$ cat src/rtl/fq_pkg.sv
// ----------------------------------------------------------------------------
// fq_pkg: shared types and constants for the bounded search-and-remove FIFO
// Item structs, operation and status codes, and cell control.
// ----------------------------------------------------------------------------
package fq_pkg;

    localparam int DEPTH   = 16;
    localparam int IDX_W   = $clog2(DEPTH);
    localparam int CNT_W   = $clog2(DEPTH + 1);
    localparam int VAL_W   = 16;
    localparam int STAMP_W = 32;
    localparam int POS_W   = 4;
    localparam int GRP     = 4;
    localparam int GROUPS  = DEPTH / GRP;
    localparam int GRP_W   = $clog2(GRP);
    localparam int GSEL_W  = (GROUPS > 1) ? $clog2(GROUPS) : 1;

    localparam logic [CNT_W-1:0] CAP_MAX = CNT_W'(DEPTH);
    localparam logic [CNT_W-1:0] MAX_ENTRIES_RESET = 5'd16;

    typedef enum logic [1:0] {
        OP_PUSH   = 2'd0,
        OP_POP    = 2'd1,
        OP_FIND   = 2'd2,
        OP_REMOVE = 2'd3
    } op_t;

    typedef enum logic [1:0] {
        ST_DONE = 2'd0,
        ST_MISS = 2'd1,
        ST_FULL = 2'd2
    } status_t;

    typedef struct packed {
        op_t                kind;
        logic [VAL_W-1:0]   item_value;
        logic [STAMP_W-1:0] arrival_time;
        logic [POS_W-1:0]   position;
    } fq_cmd_t;

    typedef struct packed {
        status_t            status;
        logic [VAL_W-1:0]   out_value;
        logic [STAMP_W-1:0] out_time;
        logic [POS_W-1:0]   found_index;
        logic [CNT_W-1:0]   count;
        logic [VAL_W-1:0]   head_value;
        logic [STAMP_W-1:0] head_time;
    } fq_res_t;

    typedef struct packed {
        logic sample;    // register the compare result this cycle
        logic occupied;  // slot lies below the entry count
        logic load;      // take the pushed item
        logic shift;     // take the neighbor's entry
    } fq_cell_ctl_t;

endpackage

$ cat src/rtl/fq_cell.sv
// ----------------------------------------------------------------------------
// fq_cell: one queue slot
// Holds one entry, loads a pushed item or its neighbor's entry, and
// registers whether it matches the search key.
// ----------------------------------------------------------------------------
module fq_cell
    import fq_pkg::*;
(
    input  logic               clk,
    input  fq_cell_ctl_t       ctl,
    input  logic [VAL_W-1:0]   key,
    input  logic [VAL_W-1:0]   load_value,
    input  logic [STAMP_W-1:0] load_stamp,
    input  logic [VAL_W-1:0]   next_value,
    input  logic [STAMP_W-1:0] next_stamp,
    output logic [VAL_W-1:0]   value,
    output logic [STAMP_W-1:0] stamp,
    output logic               match
);

    logic [VAL_W-1:0]   value_reg, value_next;
    logic [STAMP_W-1:0] stamp_reg, stamp_next;
    logic               match_reg, match_next;

    always_comb
    begin
        value_next = value_reg;
        stamp_next = stamp_reg;
        if (ctl.load)
        begin
            value_next = load_value;
            stamp_next = load_stamp;
        end
        else if (ctl.shift)
        begin
            value_next = next_value;
            stamp_next = next_stamp;
        end
        match_next = ctl.sample ? (ctl.occupied && (value_reg == key)) : match_reg;
    end

    always_ff @(posedge clk)
    begin
        value_reg <= value_next;
        stamp_reg <= stamp_next;
        match_reg <= match_next;
    end

    assign value = value_reg;
    assign stamp = stamp_reg;
    assign match = match_reg;

endmodule

$ cat src/rtl/fq_pick.sv
// ----------------------------------------------------------------------------
// fq_pick: first-match encoder
// Finds the lowest set match flag, in groups of four, then across groups.
// ----------------------------------------------------------------------------
module fq_pick
    import fq_pkg::*;
(
    input  logic [DEPTH-1:0] match,
    output logic             hit,
    output logic [IDX_W-1:0] index
);

    logic [GROUPS-1:0] grp_any;
    logic [GRP_W-1:0]  grp_idx [GROUPS];
    logic [GSEL_W-1:0] sel;

    always_comb
    begin
        for (int g = 0; g < GROUPS; g++)
        begin
            grp_any[g] = 1'b0;
            grp_idx[g] = '0;
            for (int b = GRP - 1; b >= 0; b--)
            begin
                if (match[g * GRP + b])
                begin
                    grp_any[g] = 1'b1;
                    grp_idx[g] = GRP_W'(b);
                end
            end
        end
        sel = '0;
        for (int g = GROUPS - 1; g >= 0; g--)
        begin
            if (grp_any[g])
            begin
                sel = GSEL_W'(g);
            end
        end
        hit   = |grp_any;
        index = IDX_W'({sel, grp_idx[sel]});
    end

endmodule

$ cat src/rtl/bounded_fifo_with_search_and_remove_top.sv
// ----------------------------------------------------------------------------
// bounded_fifo_with_search_and_remove_top: bounded FIFO with find and remove-at
// Queue of value/timestamp entries held in a row of shifting cells.
// ----------------------------------------------------------------------------
//
//  channel   signals                 direction  handshake
//  -------   ---------------------   ---------  ------------------------------
//  command   start, busy, cmd        in         accepted when start && !busy
//  result    done, result            out        one-cycle strobe, no stall
//  config    cfg_we, cfg_wdata       in         written when cfg_we is high
//
//  Each item's result strobes in the cycle after acceptance, and a new
//  item may be accepted in every cycle, so the sustained rate is one item
//  per cycle. The cell row updates at the accept edge; the first-match
//  encoder and head read run in the result cycle.
//  Reset clears the entry count, the strobe and the capacity register
//  (back to 16); the cell contents stay undefined and are only read below
//  the count. The receiver cannot stall, so busy stays low.
//
module bounded_fifo_with_search_and_remove_top
    import fq_pkg::*;
(
    input  logic             clk,
    input  logic             rst_n,
    input  logic             start,
    output logic             busy,
    input  fq_cmd_t          cmd,
    output logic             done,
    output fq_res_t          result,
    input  logic             cfg_we,
    input  logic [CNT_W-1:0] cfg_wdata
);

    // Control and result registers
    logic             done_reg, done_next;
    op_t              op_reg, op_next;
    status_t          status_reg, status_next;
    logic [VAL_W-1:0]   out_value_reg, out_value_next;
    logic [STAMP_W-1:0] out_time_reg, out_time_next;
    logic [CNT_W-1:0] count_reg, count_next;
    logic [CNT_W-1:0] max_entries_reg, max_entries_next;

    logic             accept;
    logic [CNT_W-1:0] cap;
    logic             push_ok;
    logic             rem_req;
    logic             rem_ok;
    logic [IDX_W-1:0] rem_pos;

    // Cell row
    fq_cell_ctl_t       cell_ctl   [DEPTH];
    logic [VAL_W-1:0]   cell_value [DEPTH];
    logic [STAMP_W-1:0] cell_stamp [DEPTH];
    logic [VAL_W-1:0]   feed_value [DEPTH];
    logic [STAMP_W-1:0] feed_stamp [DEPTH];
    logic [DEPTH-1:0]   cell_match;

    logic             find_hit;
    logic [IDX_W-1:0] find_idx;

    // The queue never pushes back on the sender.
    assign busy   = 1'b0;
    assign accept = start && !busy;

    // Effective capacity is the smaller of the register and the cell count.
    assign cap     = (max_entries_reg < CAP_MAX) ? max_entries_reg : CAP_MAX;
    assign push_ok = (cmd.kind == OP_PUSH) && (count_reg < cap);

    // Pop is remove-at with position zero.
    assign rem_req = (cmd.kind == OP_POP) || (cmd.kind == OP_REMOVE);
    assign rem_pos = (cmd.kind == OP_POP) ? '0 : IDX_W'(cmd.position);
    assign rem_ok  = rem_req && ({{(CNT_W - IDX_W){1'b0}}, rem_pos} < count_reg);

    // Per-cell control: load the slot at the tail, shift every slot at or
    // above the removed position toward the head.
    genvar gi;
    generate
        for (gi = 0; gi < DEPTH; gi++)
        begin : g_cell
            always_comb
            begin
                cell_ctl[gi].sample   = accept;
                cell_ctl[gi].occupied = (CNT_W'(gi) < count_reg);
                cell_ctl[gi].load     = accept && push_ok
                                        && (count_reg == CNT_W'(gi));
                cell_ctl[gi].shift    = accept && rem_ok && (IDX_W'(gi) >= rem_pos);
            end

            if (gi == DEPTH - 1)
            begin : g_last
                // Nothing beyond the last slot: feed zeros.
                assign feed_value[gi] = '0;
                assign feed_stamp[gi] = '0;
            end
            else
            begin : g_mid
                assign feed_value[gi] = cell_value[gi + 1];
                assign feed_stamp[gi] = cell_stamp[gi + 1];
            end

            fq_cell u_cell (
                .clk        (clk),
                .ctl        (cell_ctl[gi]),
                .key        (cmd.item_value),
                .load_value (cmd.item_value),
                .load_stamp (cmd.arrival_time),
                .next_value (feed_value[gi]),
                .next_stamp (feed_stamp[gi]),
                .value      (cell_value[gi]),
                .stamp      (cell_stamp[gi]),
                .match      (cell_match[gi])
            );
        end
    endgenerate

    fq_pick u_pick (
        .match (cell_match),
        .hit   (find_hit),
        .index (find_idx)
    );

    // Next-state: update count and capture removed entry at the accept edge.
    always_comb
    begin
        done_next        = accept;
        op_next          = op_reg;
        status_next      = status_reg;
        out_value_next   = out_value_reg;
        out_time_next    = out_time_reg;
        count_next       = count_reg;
        max_entries_next = cfg_we ? cfg_wdata : max_entries_reg;

        if (accept)
        begin
            op_next        = cmd.kind;
            status_next    = ST_DONE;
            out_value_next = '0;
            out_time_next  = '0;
            unique case (cmd.kind)
                OP_PUSH:
                begin
                    if (push_ok)
                    begin
                        count_next = count_reg + 1'b1;
                    end
                    else
                    begin
                        status_next = ST_FULL;
                    end
                end
                OP_POP, OP_REMOVE:
                begin
                    if (rem_ok)
                    begin
                        out_value_next = cell_value[rem_pos];
                        out_time_next  = cell_stamp[rem_pos];
                        count_next     = count_reg - 1'b1;
                    end
                    else
                    begin
                        status_next = ST_MISS;
                    end
                end
                OP_FIND:
                begin
                    // Status settles in the result cycle from the match flags.
                    status_next = ST_DONE;
                end
                default:
                begin
                    status_next = ST_MISS;
                end
            endcase
        end
    end

    always_ff @(posedge clk or negedge rst_n)
    begin
        if (!rst_n)
        begin
            done_reg        <= 1'b0;
            count_reg       <= '0;
            max_entries_reg <= MAX_ENTRIES_RESET;
        end
        else
        begin
            done_reg        <= done_next;
            count_reg       <= count_next;
            max_entries_reg <= max_entries_next;
        end
    end

    // Payload: no reset needed.
    always_ff @(posedge clk)
    begin
        op_reg        <= op_next;
        status_reg    <= status_next;
        out_value_reg <= out_value_next;
        out_time_reg  <= out_time_next;
    end

    // Result cycle: resolve find, read the head from the first cell.
    always_comb
    begin
        result.status      = status_reg;
        result.found_index = '0;
        if (op_reg == OP_FIND)
        begin
            result.status = find_hit ? ST_DONE : ST_MISS;
            if (find_hit)
            begin
                result.found_index = POS_W'(find_idx);
            end
        end
        result.out_value  = out_value_reg;
        result.out_time   = out_time_reg;
        result.count      = count_reg;
        result.head_value = (count_reg != '0) ? cell_value[0] : '0;
        result.head_time  = (count_reg != '0) ? cell_stamp[0] : '0;
    end

    assign done = done_reg;

endmodule

$ cat config.mk
export PLATFORM = sky130hd
export DESIGN_NAME = bounded_fifo_with_search_and_remove_top
export DESIGN_NICKNAME = d
export VERILOG_FILES = /design/src/rtl/fq_pkg.sv /design/src/rtl/fq_cell.sv /design/src/rtl/fq_pick.sv /design/src/rtl/bounded_fifo_with_search_and_remove_top.sv
export SDC_FILE = /design/constraint.sdc
export NUM_CORES = 2
export LEC_CHECK = 0
export BUFFER_PORTS_ARGS = -buffer_cell sky130_fd_sc_hd__buf_2
export CAP_MARGIN = 30
export CORE_ASPECT_RATIO = 1.25
export CORE_MARGIN = 1.5
export CORE_UTILIZATION = 60
export CTS_BUF_LIST = sky130_fd_sc_hd__clkbuf_4 sky130_fd_sc_hd__clkbuf_8 sky130_fd_sc_hd__clkbuf_16
export DETAILED_ROUTE_END_ITERATION = 8
export HOLD_SLACK_MARGIN = 0.03
export MAX_ROUTING_LAYER = met4
export PLACE_DENSITY = 0.78
export SYNTH_ARGS = -nofsm -noshare
export SYNTH_HDL_FRONTEND = slang
export SYNTH_SLANG_ARGS = --single-unit
$ cat constraint.sdc
create_clock -name clk -period 6.18 [get_ports clk]
set_input_delay 0.927 -clock clk [delete_from_list [all_inputs] [get_ports clk]]
set_output_delay 0.927 -clock clk [all_outputs]
set_load 0.005 [all_outputs]
==> results <==
- The count of input and output buffers is 170.
- Summed over all cells, the static leakage comes to 17.0 nW.
- The critical path is of the reg -> reg type.
- Leaving out fill and tap cells, the most frequent cell in the layout is sky130_fd_sc_hd__edfxtp_1.
- The final total negative setup slack is 0 ns.
- Counting along the longest clock path gives a buffer depth of 3.
- Setup repair after global routing left no endpoint under its margin.
- The number of different library cells used by synthesis comes to 67.
- The arrival time at the worst endpoint is around 4.6 ns.
- The area enclosed by the die boundary is 78100 sq um.
- The worst setup path is captured at a flop.
- The flip-flop count of the largest register after layout is 512.
- The first detailed-routing pass took 8 iterations.
- The detailed-route wire length per cell is 32.7 um.
- The CTS buffer count is 86.
- The cell row count is about 110.
- The level count of the clock H-tree is 3.
- The number of buffers added for setup after CTS is 0.
- During I/O placement, the number of pins put on the boundary was 172.
- The flow ran to the end, and the final reports show no timing, DRC or antenna violations.
- The synthesized area per cell is 13.7 sq um.
- The length in cells of the worst reg-to-reg path is 7.
- After routing the design area is roughly 50000 sq um.
- The type of the worst min-delay path is in -> async.
- The power density over the cells is 330 nW/um^2.
- The wire length of the first global-routing pass is 209000 um.
- Entering global routing, the biggest net connects 73 pins.
- For this configuration, the core starts out at a cell density of 0.605.
- The estimated wirelength of the detail-placed design is 88500 um.
- In this run the remaining antenna-violating nets after routing total 0.
- Gates resized during post-CTS repair numbered 0.
- The count of final max-slew check failures is 0.
- The initial antenna violation count is 8.
- The via count of the first global-routing pass is 31962.
- The fraction of the cycle the final worst path needs is 0.702.
- After the last flow step, the layout net total stands at ~3400.
- In the synthesized netlist the async set-or-reset flop fraction comes to 0.0130.
- The netlist area before placement is between 40000 and 50000 sq um.
- IR analysis of the VDD net gives a maximum drop of 0.252 mV.
- The final total power is 16.6 mW.
- The CTS tree is done.
- The clock insertion delay at the later pin of the skew report is 0.66 ns.
- The total area inside the core boundary comes to 75800 sq um.
- The worst reg-to-reg setup slack is between 1.5 and 2 ns.
- The number of vias per cell is 7.11.
- The gate count after technology mapping is 3350.
- STA classifies the critical path startpoint as a flop.
- The worst-case clock skew is 0.0222 ns.
- The root buffer cell chosen for the clock tree is sky130_fd_sc_hd__clkbuf_16.
- The count of yosys warnings during synthesis is 0.
- The terminus of the critical flop-to-flop path is g_cell[0].u_cell.stamp[30]$_DFFE_PP_.
- Compared with the post-synthesis result, the final layout area differs by 9.35%.
- The synthesized flop and latch total is approximately 850.
- The number of clock sinks seen by CTS is 847.
- The sum of overflow across all layers after global routing is 0.
- The final hold violation count was 0.
- In the layout the commonest cells are 836 x sky130_fd_sc_hd__edfxtp_1, 801 x sky130_fd_sc_hd__mux2_2, 166 x sky130_fd_sc_hd__buf_2, 135 x sky130_fd_sc_hd__xor2_1.
- For this run, the top clock speed supported by timing is between 200 and 250 MHz.
- In this run the worst path has a maximum fanout of 22.
- After clock tree synthesis, the flow added hold-fix buffers numbering 0.
- The worst register-to-register path begins at count_reg[4]$_DFFE_PN0P_.
- The worst relative slew slack is 0.233.
- The total global-route track usage is 0.375.
- The total placed instance area is 47100 sq um.
- For this run, the register share of the synthesized area comes to 0.554.
- The DRC violation total after the first TritonRoute iteration is 3717.
- The count of vias placed by the detailed router is approximately 31000.
- For the pin with the worst max-slew slack, the measured transition is 1.15 ns.
- The final critical delay including setup and external delays is between 4 and 5 ns.
- The number of enable flip-flop cells after synthesis is 836.
- The fraction of final layout cells with drive strength greater than 1 is 0.364.
- The routed wire length is 144000 um.
- STA puts the critical path data required time at 6.48 ns.
- The reported max-cap violation count is 0.
- After clock tree synthesis, the clock-pin slew on the worst setup and hold paths is 0.07 ns.
- OpenSTA, run right after detailed placement, puts the worst setup slack at 1.59 ns.
- In the routed design, unresolved DRC markers number 0.
- Setup violations remaining at the end of the flow were counted as 0.
- The post-synth net total is between 3000 and 4000.
- Once layout is complete, the cells apart from fillers number ~4400.
- The vertical extent of the die is 312 um.
- After detailed placement, the design holds a cell count of 4224.
- Routability-driven placement finished with a final weighted congestion of 0.992.
- From left edge to right edge, the die measures 250 um.
- In the synthesized netlist the dominant register cell turns out to be sky130_fd_sc_hd__edfxtp_1.
- Across all setup checks in the final design, the least slack found is 1.84 ns.
==> worst max-delay path by stage <==
stage / from / to / cells after the start
final: count_reg[4]$_DFFE_PN0P_ / g_cell[0].u_cell.stamp[30]$_DFFE_PP_ / 7
after global routing: count_reg[4]$_DFFE_PN0P_ / result[45] / 6
after CTS: count_reg[4]$_DFFE_PN0P_ / result[3] / 6
after detailed placement: cmd[52] / g_cell[10].u_cell.stamp[25]$_DFFE_PP_ / 11
after global placement: cmd[52] / g_cell[9].u_cell.stamp[19]$_DFFE_PP_ / 10
after floorplan: cmd[53] / g_cell[8].u_cell.stamp[0]$_DFFE_PP_ / 11
==> cells by family (layout without fill, tap and decap cells) <==
family,after synthesis,in the layout,synth area share
multiplexers,918,918,0.223
buffers and inverters,355,412,0.0357
AO/OA/AOI/OAI,462,462,0.0793
XOR/XNOR,261,261,0.0499
AND/OR/NAND/NOR,496,496,0.0555
flip-flops,847,847,0.554
other,1,7,0.0000818
adder cells (fa/ha/maj),10,10,0.00273
==> Yosys cell counts (all sizes together) (45+ instances only) <==
master / number / area (sq um)
and2: 53 / 332
nor4: 45 / 297
nor2b: 53 / 332
clkbuf: 170 / 638
a21oi: 69 / 345
nand2: 129 / 487
xor2: 135 / 1180
mux2: 810 / 9120
nor2: 77 / 294
nand3: 59 / 295
xnor2: 126 / 1100
o21ai: 57 / 285
mux2i: 107 / 1070
a221o: 81 / 811
a221oi: 50 / 438
edfxtp: 836 / 25100
buf: 172 / 950
==> routing by layer <==
metal  routed length [um]  share of wire  global-route usage
met5                    0              0                   -
met4                10000          0.070               0.239
met3                15000           0.10              0.0700
met2                69100           0.48               0.592
met1                49700           0.35               0.444
==> power by group <==
group | leakage (nW) | switching [mW] | internal, mW
clock network | 1.46 | 2.30 | 3.18
logic | 7.63 | 2.00 | 1.19
registers | 7.91 | 0.522 | 7.37
==> metrics by stage <==
stage,hold slack [ns],utilization
after CTS,0.128,0.660
after global placement,0.491,0.621
after global routing,0.149,0.661
after floorplan,0.470,-
final,0.142,0.661
after detailed placement,0.499,0.622
==> final cells by class <==
cell class	count	area, sq um
tap	977	1220
clock inverter	53	546
multi-input combinational	2148	19000
timing repair buffer	242	1530
inverter	13	50.0
antenna	6	15.0
clock buffer	104	2360
fill	5434	25700
sequential	847	25400
==> critical path, cell delays in order (launching register included) <==
cell and delay (ns):
sky130_fd_sc_hd__dfrtp_1 0.79, sky130_fd_sc_hd__ha_1 0.38, sky130_fd_sc_hd__a21oi_1 0.42, sky130_fd_sc_hd__nand3_1 0.18, sky130_fd_sc_hd__nor2_2 0.44, sky130_fd_sc_hd__and3_2 0.83, sky130_fd_sc_hd__a41o_2 0.44, sky130_fd_sc_hd__buf_4 0.48
Power figures use the tool's default switching activity.
